**src/hdl/lcd_window_fill_sequencer_unit_defines.svh**
```systemverilog
// Assertion macros shared by the window fill sequencer files.
`ifndef LCD_WINDOW_FILL_SEQUENCER_UNIT_DEFINES_SVH
`define LCD_WINDOW_FILL_SEQUENCER_UNIT_DEFINES_SVH

// Antecedent implies consequent in the same cycle.
`define LCDWF_ASSERT_IMP(lbl, ante, cons, msg) \
  lbl: assert property (@(posedge clk_i) disable iff (!rst_ni) (ante) |-> (cons)) \
    else $error(msg);

// Antecedent implies consequent in the following cycle.
`define LCDWF_ASSERT_NXT(lbl, ante, cons, msg) \
  lbl: assert property (@(posedge clk_i) disable iff (!rst_ni) (ante) |=> (cons)) \
    else $error(msg);

`endif

```
**src/hdl/lcdwf_pkg.sv**
```systemverilog
// Shared types and constants of the window fill sequencer.
`default_nettype none
package lcdwf_pkg;

  localparam int CW = 10;

  localparam logic [2:0] REG_ROTATION    = 3'd0;
  localparam logic [2:0] REG_HORIZ_START = 3'd1;
  localparam logic [2:0] REG_HORIZ_END   = 3'd2;
  localparam logic [2:0] REG_VERT_START  = 3'd3;
  localparam logic [2:0] REG_VERT_END    = 3'd4;
  localparam logic [2:0] REG_ADDR_X      = 3'd5;
  localparam logic [2:0] REG_ADDR_Y      = 3'd6;
  localparam logic [2:0] REG_MEM_WRITE   = 3'd7;

  localparam logic [1:0] OP_FILL   = 2'd0;
  localparam logic [1:0] OP_WINDOW = 2'd1;
  localparam logic [1:0] OP_PIXEL  = 2'd2;
  localparam logic [1:0] OP_UNUSED = 2'd3;

  typedef enum logic [1:0] {
    K_PIXEL,
    K_ERROR,
    K_WINDOW,
    K_FILL
  } kind_e;

  typedef struct packed {
    logic [1:0]  op;
    logic [7:0]  x;
    logic [7:0]  y;
    logic [8:0]  w;
    logic [8:0]  h;
    logic [15:0] pix;
  } req_t;

  typedef struct packed {
    kind_e          kind;
    logic [CW-1:0]  hs;
    logic [CW-1:0]  he;
    logic [CW-1:0]  vs;
    logic [CW-1:0]  ve;
    logic [CW-1:0]  ay;
    logic [15:0]    pix;
    logic [15:0]    run;
  } win_t;

  typedef struct packed {
    logic       rotation;
    logic [7:0] cmd_hs;
    logic [7:0] cmd_he;
    logic [7:0] cmd_vs;
    logic [7:0] cmd_ve;
    logic [7:0] cmd_ax;
    logic [7:0] cmd_ay;
    logic [7:0] cmd_mw;
  } cfg_t;

endpackage
`default_nettype wire

```
**src/hdl/lcdwf_geom.sv**
```systemverilog
// Two pipeline stages that check the rectangle and map it into window bounds.
`default_nettype none
module lcdwf_geom #(
  parameter int PANEL_MAX_X = 175,
  parameter int PANEL_MAX_Y = 219
) (
  input  wire                 clk_i,
  input  wire                 rst_ni,
  input  wire                 in_valid_i,
  output logic                in_ready_o,
  input  lcdwf_pkg::req_t     in_req_i,
  input  wire                 rotation_i,
  output logic                out_valid_o,
  input  wire                 out_ready_i,
  output lcdwf_pkg::win_t     out_win_o
);

  localparam int CW = lcdwf_pkg::CW;
  localparam logic [CW-1:0] MAXX = CW'(PANEL_MAX_X);
  localparam logic [CW-1:0] MAXY = CW'(PANEL_MAX_Y);

  logic           a_valid_q;
  logic [1:0]     a_op_q;
  logic [CW-1:0]  a_x_q, a_y_q, a_xe_q, a_ye_q;
  logic [17:0]    a_run_q;
  logic           a_bad_q;
  logic [15:0]    a_pix_q;
  logic           a_ready, b_ready;

  logic           b_valid_q;
  lcdwf_pkg::win_t b_win_q, b_win_d;
  logic           range_err;

  assign b_ready    = !b_valid_q || out_ready_i;
  assign a_ready    = !a_valid_q || b_ready;
  assign in_ready_o = a_ready;

  always_ff @(posedge clk_i or negedge rst_ni) begin
    if (!rst_ni) begin
      a_valid_q <= 1'b0;
    end else if (a_ready) begin
      a_valid_q <= in_valid_i;
    end
  end

  always_ff @(posedge clk_i) begin
    if (a_ready && in_valid_i) begin
      a_op_q  <= in_req_i.op;
      a_x_q   <= CW'(in_req_i.x);
      a_y_q   <= CW'(in_req_i.y);
      a_xe_q  <= CW'(in_req_i.x) + CW'(in_req_i.w) - CW'(1);
      a_ye_q  <= CW'(in_req_i.y) + CW'(in_req_i.h) - CW'(1);
      a_run_q <= 18'(in_req_i.w) * 18'(in_req_i.h);
      a_bad_q <= (in_req_i.op == lcdwf_pkg::OP_UNUSED) || (in_req_i.w == 9'd0) ||
                 (in_req_i.h == 9'd0);
      a_pix_q <= in_req_i.pix;
    end
  end

  always_comb begin
    b_win_d     = '0;
    b_win_d.pix = a_pix_q;
    b_win_d.run = (|a_run_q[17:16]) ? 16'hFFFF : a_run_q[15:0];
    if (!rotation_i) begin
      range_err  = (a_xe_q > MAXX) || (a_ye_q > MAXY);
      b_win_d.hs = a_x_q;
      b_win_d.he = a_xe_q;
      b_win_d.vs = MAXY - a_ye_q;
      b_win_d.ve = MAXY - a_y_q;
      b_win_d.ay = MAXY - a_ye_q;
    end else begin
      range_err  = (a_ye_q > MAXX) || (a_xe_q > MAXY);
      b_win_d.hs = MAXX - a_ye_q;
      b_win_d.he = MAXX - a_y_q;
      b_win_d.vs = MAXY - a_xe_q;
      b_win_d.ve = MAXY - a_x_q;
      b_win_d.ay = MAXY - a_x_q;
    end
    if (a_op_q == lcdwf_pkg::OP_PIXEL) begin
      b_win_d.kind = lcdwf_pkg::K_PIXEL;
    end else if (a_bad_q || range_err) begin
      b_win_d.kind = lcdwf_pkg::K_ERROR;
    end else if (a_op_q == lcdwf_pkg::OP_WINDOW) begin
      b_win_d.kind = lcdwf_pkg::K_WINDOW;
    end else begin
      b_win_d.kind = lcdwf_pkg::K_FILL;
    end
  end

  always_ff @(posedge clk_i or negedge rst_ni) begin
    if (!rst_ni) begin
      b_valid_q <= 1'b0;
    end else if (b_ready) begin
      b_valid_q <= a_valid_q;
    end
  end

  always_ff @(posedge clk_i) begin
    if (b_ready && a_valid_q) begin
      b_win_q <= b_win_d;
    end
  end

  assign out_valid_o = b_valid_q;
  assign out_win_o   = b_win_q;

endmodule
`default_nettype wire

```
**src/hdl/lcdwf_emit.sv**
```systemverilog
// Word sequencer that walks one request through its bus words into the output register.
`default_nettype none
module lcdwf_emit (
  input  wire                 clk_i,
  input  wire                 rst_ni,
  input  wire                 in_valid_i,
  output logic                in_ready_o,
  input  lcdwf_pkg::win_t     in_win_i,
  input  lcdwf_pkg::cfg_t     cfg_i,
  output logic                out_valid_o,
  input  wire                 out_ready_i,
  output logic                out_is_data_o,
  output logic [15:0]         out_word_o,
  output logic [15:0]         out_rep_o,
  output logic                out_err_o,
  output logic                out_last_o
);

  localparam int CW = lcdwf_pkg::CW;

  typedef enum logic [3:0] {
    S_HS_CMD, S_HS_DAT, S_HE_CMD, S_HE_DAT, S_AX_CMD, S_AX_DAT,
    S_VS_CMD, S_VS_DAT, S_VE_CMD, S_VE_DAT, S_AY_CMD, S_AY_DAT,
    S_MW_CMD, S_RUN
  } slot_e;

  logic            busy_q;
  slot_e           slot_q;
  lcdwf_pkg::win_t item_q;

  logic            out_valid_q, is_data_q, err_q, last_q;
  logic [15:0]     word_q, rep_q;

  logic            w_is_data, w_err, w_last;
  logic [15:0]     w_word, w_rep;
  logic            out_free, emit, done, load;

  function automatic logic [15:0] ext(input logic [CW-1:0] v);
    ext = {{(16 - CW){1'b0}}, v};
  endfunction

  always_comb begin
    w_is_data = 1'b0;
    w_word    = '0;
    w_rep     = 16'd1;
    w_err     = 1'b0;
    w_last    = 1'b0;
    unique case (slot_q)
      S_HS_CMD: w_word = {8'd0, cfg_i.cmd_hs};
      S_HS_DAT: begin w_is_data = 1'b1; w_word = ext(item_q.hs); end
      S_HE_CMD: w_word = {8'd0, cfg_i.cmd_he};
      S_HE_DAT: begin w_is_data = 1'b1; w_word = ext(item_q.he); end
      S_AX_CMD: w_word = {8'd0, cfg_i.cmd_ax};
      S_AX_DAT: begin w_is_data = 1'b1; w_word = ext(item_q.hs); end
      S_VS_CMD: w_word = {8'd0, cfg_i.cmd_vs};
      S_VS_DAT: begin w_is_data = 1'b1; w_word = ext(item_q.vs); end
      S_VE_CMD: w_word = {8'd0, cfg_i.cmd_ve};
      S_VE_DAT: begin w_is_data = 1'b1; w_word = ext(item_q.ve); end
      S_AY_CMD: w_word = {8'd0, cfg_i.cmd_ay};
      S_AY_DAT: begin w_is_data = 1'b1; w_word = ext(item_q.ay); end
      S_MW_CMD: begin
        w_word = {8'd0, cfg_i.cmd_mw};
        w_last = (item_q.kind == lcdwf_pkg::K_WINDOW);
      end
      S_RUN: begin
        w_is_data = 1'b1;
        w_word    = item_q.pix;
        w_rep     = item_q.run;
        w_last    = 1'b1;
      end
      default: ;
    endcase
    if (item_q.kind == lcdwf_pkg::K_PIXEL) begin
      w_is_data = 1'b1;
      w_word    = item_q.pix;
      w_rep     = 16'd1;
      w_last    = 1'b1;
    end else if (item_q.kind == lcdwf_pkg::K_ERROR) begin
      w_is_data = 1'b0;
      w_word    = '0;
      w_rep     = '0;
      w_err     = 1'b1;
      w_last    = 1'b1;
    end
  end

  assign out_free   = !out_valid_q || out_ready_i;
  assign emit       = busy_q && out_free;
  assign done       = emit && w_last;
  assign in_ready_o = !busy_q || done;
  assign load       = in_valid_i && in_ready_o;

  always_ff @(posedge clk_i or negedge rst_ni) begin
    if (!rst_ni) begin
      busy_q      <= 1'b0;
      slot_q      <= S_HS_CMD;
      out_valid_q <= 1'b0;
      is_data_q   <= 1'b0;
      word_q      <= '0;
      rep_q       <= '0;
      err_q       <= 1'b0;
      last_q      <= 1'b0;
    end else begin
      if (load) begin
        busy_q <= 1'b1;
        slot_q <= S_HS_CMD;
      end else if (done) begin
        busy_q <= 1'b0;
      end else if (emit) begin
        slot_q <= slot_e'(4'(slot_q) + 4'd1);
      end
      if (emit) begin
        out_valid_q <= 1'b1;
        is_data_q   <= w_is_data;
        word_q      <= w_word;
        rep_q       <= w_rep;
        err_q       <= w_err;
        last_q      <= w_last;
      end else if (out_ready_i) begin
        out_valid_q <= 1'b0;
      end
    end
  end

  always_ff @(posedge clk_i) begin
    if (load) begin
      item_q <= in_win_i;
    end
  end

  assign out_valid_o   = out_valid_q;
  assign out_is_data_o = is_data_q;
  assign out_word_o    = word_q;
  assign out_rep_o     = rep_q;
  assign out_err_o     = err_q;
  assign out_last_o    = last_q;

endmodule
`default_nettype wire

```
**src/hdl/lcd_window_fill_sequencer_unit.sv**
```systemverilog
// Top level of the panel window fill sequencer with its configuration registers.
//
//  Channel  Direction  Handshake              Content
//  s_*      in         s_tvalid/s_tready      drawing request, opcode in tuser
//  m_*      out        m_tvalid/m_tready      bus word, is_data in tuser, tlast
//  cfg_*    in         cfg_we_i               register write, no wait
//
// A request passes two check and mapping stages, then the word sequencer,
// which puts one word per cycle into the output register while the output is not stalled.
// A fill emits fourteen words, an open window thirteen, a pixel or an error one;
// the sequencer takes the next request as the last word of the current one goes out.
// The first word passes both stages, the item register and the output register.
// Reset restores the register defaults and empties every stage at once.
// Stalls on the output hold each stage in place; nothing is lost or repeated.
`default_nettype none
`include "lcd_window_fill_sequencer_unit_defines.svh"
module lcd_window_fill_sequencer_unit #(
  parameter int PANEL_MAX_X = 175,
  parameter int PANEL_MAX_Y = 219
) (
  input  wire          clk_i,
  input  wire          rst_ni,
  input  wire          s_tvalid,
  output logic         s_tready,
  // x_start[7:0], y_start[15:8], width[24:16], height[33:25], pixel_value[49:34]
  input  wire  [55:0]  s_tdata,
  // opcode[1:0]
  input  wire  [1:0]   s_tuser,
  output logic         m_tvalid,
  input  wire          m_tready,
  // bus_word[15:0], repeat_count[31:16], error[32]
  output logic [39:0]  m_tdata,
  // is_data[0]
  output logic         m_tuser,
  output logic         m_tlast,
  input  wire          cfg_we_i,
  input  wire  [2:0]   cfg_idx_i,
  input  wire  [7:0]   cfg_data_i
);

  lcdwf_pkg::cfg_t cfg_q;
  lcdwf_pkg::req_t req;
  lcdwf_pkg::win_t win;
  logic            win_valid, win_ready;
  logic            o_is_data, o_err, o_last;
  logic [15:0]     o_word, o_rep;

  always_ff @(posedge clk_i or negedge rst_ni) begin
    if (!rst_ni) begin
      cfg_q.rotation <= 1'b0;
      cfg_q.cmd_hs   <= 8'd55;
      cfg_q.cmd_he   <= 8'd54;
      cfg_q.cmd_vs   <= 8'd57;
      cfg_q.cmd_ve   <= 8'd56;
      cfg_q.cmd_ax   <= 8'd32;
      cfg_q.cmd_ay   <= 8'd33;
      cfg_q.cmd_mw   <= 8'd34;
    end else if (cfg_we_i) begin
      unique case (cfg_idx_i)
        lcdwf_pkg::REG_ROTATION:    cfg_q.rotation <= cfg_data_i[0];
        lcdwf_pkg::REG_HORIZ_START: cfg_q.cmd_hs   <= cfg_data_i;
        lcdwf_pkg::REG_HORIZ_END:   cfg_q.cmd_he   <= cfg_data_i;
        lcdwf_pkg::REG_VERT_START:  cfg_q.cmd_vs   <= cfg_data_i;
        lcdwf_pkg::REG_VERT_END:    cfg_q.cmd_ve   <= cfg_data_i;
        lcdwf_pkg::REG_ADDR_X:      cfg_q.cmd_ax   <= cfg_data_i;
        lcdwf_pkg::REG_ADDR_Y:      cfg_q.cmd_ay   <= cfg_data_i;
        lcdwf_pkg::REG_MEM_WRITE:   cfg_q.cmd_mw   <= cfg_data_i;
        default: ;
      endcase
    end
  end

  assign req.op  = s_tuser;
  assign req.x   = s_tdata[7:0];
  assign req.y   = s_tdata[15:8];
  assign req.w   = s_tdata[24:16];
  assign req.h   = s_tdata[33:25];
  assign req.pix = s_tdata[49:34];

  lcdwf_geom #(
    .PANEL_MAX_X (PANEL_MAX_X),
    .PANEL_MAX_Y (PANEL_MAX_Y)
  ) u_geom (
    .clk_i       (clk_i),
    .rst_ni      (rst_ni),
    .in_valid_i  (s_tvalid),
    .in_ready_o  (s_tready),
    .in_req_i    (req),
    .rotation_i  (cfg_q.rotation),
    .out_valid_o (win_valid),
    .out_ready_i (win_ready),
    .out_win_o   (win)
  );

  lcdwf_emit u_emit (
    .clk_i         (clk_i),
    .rst_ni        (rst_ni),
    .in_valid_i    (win_valid),
    .in_ready_o    (win_ready),
    .in_win_i      (win),
    .cfg_i         (cfg_q),
    .out_valid_o   (m_tvalid),
    .out_ready_i   (m_tready),
    .out_is_data_o (o_is_data),
    .out_word_o    (o_word),
    .out_rep_o     (o_rep),
    .out_err_o     (o_err),
    .out_last_o    (o_last)
  );

  assign m_tdata = {7'd0, o_err, o_rep, o_word};
  assign m_tuser = o_is_data;
  assign m_tlast = o_last;

  `LCDWF_ASSERT_IMP(a_err_single, m_tvalid && o_err, o_last && !o_is_data && ~|o_rep, "bad error word")
  `LCDWF_ASSERT_IMP(a_run_last, m_tvalid && (o_rep != 16'd1), o_last, "repeat only on the closing word")
  `LCDWF_ASSERT_NXT(a_seq_gapless, m_tvalid && m_tready && !o_last, m_tvalid, "gap in a sequence")

endmodule
`default_nettype wire
```
**config.mk**
```make
export PLATFORM = sky130hd
export DESIGN_NAME = lcd_window_fill_sequencer_unit
export DESIGN_NICKNAME = d
export VERILOG_FILES = /design/src/hdl/lcdwf_pkg.sv /design/src/hdl/lcdwf_geom.sv /design/src/hdl/lcdwf_emit.sv /design/src/hdl/lcd_window_fill_sequencer_unit.sv
export VERILOG_INCLUDE_DIRS = /design/src /design/src/hdl
export SDC_FILE = /design/constraint.sdc
export NUM_CORES = 1
export LEC_CHECK = 0
export BUFFER_PORTS_ARGS = -buffer_cell sky130_fd_sc_hd__buf_2
export CORE_UTILIZATION = 51
export DETAILED_ROUTE_END_ITERATION = 10
export GPL_TIMING_DRIVEN = 0
export PLACE_DENSITY = 0.69
export SLEW_MARGIN = 20
export SYNTH_ARGS = -nofsm -noshare
export SYNTH_HDL_FRONTEND = slang
export SYNTH_SLANG_ARGS = --single-unit
```
**constraint.sdc**
```tcl
create_clock -name clk_i -period 7.6 [get_ports clk_i]
set_input_delay 0 -clock clk_i [delete_from_list [all_inputs] [get_ports clk_i]]
set_output_delay 0 -clock clk_i [all_outputs]
set_load 0.1 [all_outputs]
```
Word level (Yosys, flattened, before mapping):

Cells that the tools add are included.

* register bits: 341
* bits of input ports: 74
* output and inout bits: 44
* logic and storage cells: 150

* add/sub/neg operators: 11
* multipliers: 1
* $lt $le $gt $ge: 4
* eq/ne operators: 26
* mux-type cells: 25
* reductions and logical operators: 39

Operators with widths (number)
* case mux 16 bit (13 select lines): 1
* two-way mux 16 bit: 5
* two-way mux 48 bit: 1
* > comparator 10 x 8 -> 1 bit, second input constant: 4
* subtractor 8 x 10 -> 10 bit, first input constant: 3
* subtractor 8 x 8 -> 9 bit, first input constant: 3
* == test 4 bit, second input constant: 6
* adder 8 x 9 -> 10 bit: 2
* subtractor 10 x 1 -> 10 bit, second input constant: 2
* zero test 9 bit: 2
* multiplier 9 x 9 -> 18 bit: 1
* AND reduction 2 bit: 9
* == test 4 x 3 -> 1 bit, second input constant: 4
* two-way mux 1 bit: 14
* == test 3 bit, second input constant: 4
* two-way mux 4 bit: 3
* logical OR 1 bit: 9
* == test 4 x 2 -> 1 bit, second input constant: 2
* OR reduction 7 bit: 1
* == test 2 bit, second input constant: 3
* == test 3 x 2 -> 1 bit, second input constant: 2
* nonzero test 2 bit: 3
* OR reduction 2 bit: 3
* logical AND 1 bit: 5
* other kinds (10): 14

Longest topological paths before layout:

* depth in word-level cells: 9
* depth in mapped cells: 17
* mapped depth without buffers: 16

Cells and area by module:

Synthesis repeated with hierarchy kept, for this count alone.

* cells, all modules: 1368
* area, all modules: 17194.0 um^2

Modules (own cells, without submodules)
* lcdwf_geom: times used 1, cells an instance 836, area an instance 9535.4 um^2, sequential area each 4734.5 um^2
* lcdwf_emit: times used 1, cells an instance 394, area an instance 5228.8 um^2, sequential area each 3548.4 um^2
* lcd_window_fill_sequencer_unit: times used 1, cells an instance 138, area an instance 2429.8 um^2, sequential area each 1452.6 um^2

Worst setup path before layout:

Ideal clock, no wire load.

* path kind: reg-to-reg
* start: register u_emit.slot_q[0]
* end: register u_geom.b_win_q, in the netlist u_geom.out_win_o[0], enable pin
* library setup time: 0.547 ns
* arrival time: 5.240 ns
* data required time: 7.053 ns
* setup slack: 1.813 ns
* cell stages (with the launch flop): 8
* path buffers: 0
* period minus slack after synthesis: 5.787 ns
* cell sequence: dfrtp_1 > inv_1 > ha_1 > nor2b_1 > o21bai_1 > and2_1 > o21a_1 > a21boi_1

* cells in the longest elaborated chain, start to end: 8
* elaborated cells between the ends (all ways): 9

Ends and longest elaborated chain
* start, declared: RTL line lcdwf_emit.sv:28 `slot_e slot_q;`
* start signal, assigned: RTL line lcdwf_emit.sv:110 `slot_q <= slot_e'(4'(slot_q) + 4'd1);`
* == test 4 bit: RTL line lcdwf_emit.sv:48 `unique case (slot_q)`
* case mux 1 bit (2 select lines) *: RTL line lcdwf_emit.sv:48
* two-way mux 1 bit *: RTL line lcdwf_emit.sv:78 `end else if (item_q.kind == lcdwf_pkg::K_ERROR) begin`
* two-way mux 1 bit *: RTL line lcdwf_emit.sv:73 `if (item_q.kind == lcdwf_pkg::K_PIXEL) begin`
* logical AND 1 bit *: RTL line lcdwf_emit.sv:89 `assign done = emit && w_last;`
* logical OR 1 bit *: RTL line lcdwf_emit.sv:90 `assign in_ready_o = !busy_q || done;`
* logical OR 1 bit *: RTL line lcdwf_geom.sv:34 `assign b_ready = !b_valid_q || out_ready_i;`
* logical AND 1 bit *: RTL line lcdwf_geom.sv:99 `if (b_ready && a_valid_q) begin`
* end signal, assigned: RTL line lcdwf_geom.sv:100 `b_win_q <= b_win_d;`
* end, declared: RTL line lcdwf_geom.sv:31 `lcdwf_pkg::win_t b_win_q, b_win_d;`

Mark *: on every way between the ends. The rest lies on a longest branch, timed or not.
A chain may end at the register's enable or synchronous reset.

Worst setup path after layout:

* start: input port s_tdata[22]
* end: register u_geom.a_run_q[16] (data pin)

* cells in the longest elaborated chain, start to end: 1

Ends and longest elaborated chain
* start, declared: RTL line lcd_window_fill_sequencer_unit.sv:26 `input wire [55:0] s_tdata,`
* multiplier 9 x 9 -> 18 bit: RTL line lcdwf_geom.sv:53 `a_run_q <= 18'(in_req_i.w) * 18'(in_req_i.h);`
* end signal, assigned: RTL line lcdwf_geom.sv:53
* end, declared: RTL line lcdwf_geom.sv:25 `logic [17:0] a_run_q;`

Every way passes these cells.

==> impl_metrics.json <==
{
  "synthCells": 1355,
  "cp_slowest_cell": "fa_1",
  "synth_common_cells": "239 x edfxtp_1, 162 x inv_1, 99 x nor2_1",
  "cts_tree": "done",
  "io_buffers": 97,
  "multi_input_area_mm2": 0.00659,
  "synth_edf_count": 239,
  "cp_common_cell": "fa_1",
  "num_io_pins": 118,
  "use_met3_pct": 2.90,
  "critPathMaxStageDelay_ns": 0.57,
  "grt-ovfl-total": 0,
  "endpoint_kind": "register",
  "status": "complete, no violations",
  "crit_required_ns": 7.84,
  "crit_type": "in2reg",
  "track_usage_pct": 22.3,
  "total_leakage_power_nw": 8.45,
  "whs_path_depth": 3,
  "core_area_mm2": 0.0329,
  "whs_ns": 0.0383,
  "num_rows": 66,
  "use_met1_pct": 29.5,
  "gp_congestion": 0.903,
  "viasPerCell": 5.43,
  "hold_viol_final": 0,
  "clk_path_buf_depth": 3,
  "min_to": "cfg_q[43]",
  "synth.cell_area_mm2": 0.0172,
  "r2r-end": "u_geom.out_win_o[45]",
  "clockRootBuffer": "clkbuf_16",
  "synth.avg_cell_area_um2": 12.7,
  "wirelength_mm": 37.3,
  "nets": 1764,
  "fp.dieArea_mm2": 0.0344,
  "slew_headroom_pct": 43.0,
  "synth_simple_gate_area_share_pct": 7.86,
  "path_cells": "dlygate4sd3_1 -> buf_2 -> inv_1 -> nor2_1 -> fa_1 -> fa_1 -> fa_1 -> inv_1 -> fa_1 -> inv_1 -> ha_1 -> buf_6 -> a2111oi_0 -> o41ai_1 -> a21oi_1 -> xnor2_1",
  "ys.flop_type": "edfxtp_1",
  "fillers": 2577,
  "fin_crit_sh_pct": 57.4,
  "drc": 0,
  "synthMuxAreaShare_pct": 5.68,
  "clock_skew_ns": 0.0269,
  "cts.sinks": 339,
  "crit_buf_inv": 6,
  "drive_gt1_share_pct": 19.2,
  "min_period_ns": 4.36,
  "synth-async-reset-ratio_pct": 29.5,
  "firstDrtPassIters": 7,
  "worst-r2r-cell-count": 11,
  "finalMaxSlewViolations": 0,
  "dp_hpwl_mm": 27.3,
  "cts_resized": 0,
  "yosys.area.top_type": "edfxtp_1",
  "rsz0062_at_grt": "no",
  "cp.arrival_ns": 4.60,
  "hold_path.class": "in2reg",
  "synth_top_area_share_pct": 41.8,
  "hold_start": "cfg_idx_i[0]",
  "start_kind": "input port",
  "clkTransAtPathRegs_ns": 0.06,
  "grt_pass1_wl_mm": 59.0,
  "met2_usage_pct": 38.1,
  "synth_top_family_by_area": "adder cells",
  "fp.dieW_um": 186,
  "areaGrowthSynthToFinish_pct": 17.0,
  "die_h_um": 186,
  "start_util_pct": 52.3,
  "num_vias": 11000,
  "peakVddDrop_uv": 206,
  "yosysSeqAreaShare_pct": 56.5,
  "antenna_found_initial": 0,
  "fmax_mhz": 229,
  "synth-xor-area-share_pct": 2.24,
  "regArea_mm2": 0.00971,
  "ant_nets": 0,
  "synth_compound_area_share_pct": 10.1,
  "crit_family": "adder cells",
  "ys_warn_count": 0,
  "grt_pass1_vias": 11100,
  "wl_per_cell_um": 18.4,
  "setup_violations": 0,
  "p_per_area_mw_per_mm2": 301,
  "grt_max_degree": 72,
  "drv_cap": 0,
  "final_util_pct": 61.2,
  "top_usage_layer": "met2",
  "synth.distinct_cells": 82,
  "synth_most_common_cell": "edfxtp_1",
  "numCtsBuffers": 36,
  "drt-initial-drc-count": 790,
  "yosys.area_share.adder_pct": 12.2,
  "worst_slew_pin_slew_ns": 0.850,
  "r2r_slack_ns": 4.70,
  "antenna_cells": 0,
  "htreeDepth": 2,
  "r2r_start": "u_emit.slot_q[0]",
  "clk_latency_ns": 0.51,
  "worstPathMaxFanout": 8,
  "ys_ff_latch": 339,
  "synth_area_leaders": "edfxtp_1 42%, dfrtp_1 12%, ha_1 6.2%"
}
sequential cells by signal (all words and copies together) (netlist names), 2 cells and up:
signal	count
cfg_q	57
u_geom.a_op_q	2
u_emit.out_word_o	16
u_emit.slot_q	4
u_geom.a_ye_q	10
u_geom.a_x_q	8
u_geom.a_xe_q	10
u_geom.a_y_q	8
u_geom.a_pix_q	16
u_geom.out_win_o	83
u_emit.out_rep_o	16
u_geom.a_run_q	18
u_emit.item_q	83
cells in the final DEF (no fill, tap or decap), drive strengths merged, types with 6 or more instances in the layout:
master / count
a221oi: 10
o41ai: 6
mux2: 61
ha: 85
dfrtp: 79
xnor2: 39
conb: 7
nand4: 9
clkbuf: 71
inv: 166
a31oi: 7
edfxtp: 239
a211oi: 6
o21ai: 46
nand2: 73
nor2: 100
nor2b: 15
o211ai: 6
nor3: 8
clkinv: 16
buf: 141
a2111oi: 6
and3: 8
a21o: 9
nand4b: 6
a22o: 30
mux2i: 23
nand2b: 14
a21oi: 59
dlygate4sd3: 50
nand3: 10
a22oi: 16
or3: 16
fa: 52
dfstp: 21
and2: 9
logic make-up after synthesis:
logic type / Yosys count
flops: 339
simple gates: 278
compound gates: 245
buf+inv: 227
fa+ha+maj: 137
mux: 84
xor+xnor: 44
other cells: 1
per-stage QoR:
stage	setup TNS, ns	total power [W]	worst slack (ns)	std cells	area, µm²
2_1_floorplan	0	0.00389	1.81	1361	17200
3_3_place_gp	-2.83	0.00433	-0.0452	1900	18300
3_5_place_dp	0	0.00438	3.11	1907	18500
4_1_cts	0	0.00610	3.27	2023	20100
5_1_grt	0	0.00637	3.08	2023	20100
6_report	0	0.00606	3.24	2023	20100
repair_timing:
action,4_1_cts,5_1_grt
hold buffers,50,0
setup buffers,0,0
hold endpoints to repair,203,0
layer usage:
layer / share of wire, % / up-vias
li1: - / 5193
met1: 44 / 5388
met2: 48 / 336
met3: 4.9 / 71
met4: 2.5 / 0
met5: 0 / -
worst max path at each step:
stage	cells after the start	endpoint	slack, ns	start
floorplan	7	u_geom.out_win_o[0]	1.81	u_emit.slot_q[0]
global route	16	u_geom.a_run_q[16]	3.08	s_tdata[22]
finish	16	u_geom.a_run_q[16]	3.24	s_tdata[22]
CTS	16	u_geom.a_run_q[16]	3.27	s_tdata[22]
global placement	7	u_geom.out_win_o[65]	-0.05	u_emit.slot_q[0]
detailed placement	15	u_geom.a_run_q[16]	3.11	s_tdata[33]
power breakdown:
part | switching [W] | total, W | internal (W)
Sequential | 0.000138 | 0.00251 | 0.00237
Combinational | 0.00116 | 0.00186 | 0.000707
Clock | 0.000709 | 0.00169 | 0.000978
Total | 0.00200 | 0.00606 | 0.00405
cell type report:
| cell class | count | area share (%) |
|---|---|---|
| Sequential cell | 339 | 48.2 |
| Tap cell | 442 | 2.75 |
| Multi-Input combinational cell | 795 | 32.8 |
| Clock buffer | 53 | 5.26 |
| Timing Repair Buffer | 154 | 5.89 |
| Inverter | 172 | 3.21 |
| Buffer | 55 | 1.42 |
| Clock inverter | 13 | 0.473 |
worst reg2reg max path, stage by stage, from the launching register on:
cell,delay (ns)
dfrtp_1,0.42
inv_1,0.14
ha_1,0.21
nor2b_1,0.14
o21bai_1,0.14
and2_1,0.23
o21a_1,0.23
a21boi_4,0.33
buf_16,0.20
buf_16,0.19
buf_16,0.19
buf_16,0.19
No activity file was read; power rests on OpenSTA's default activity.
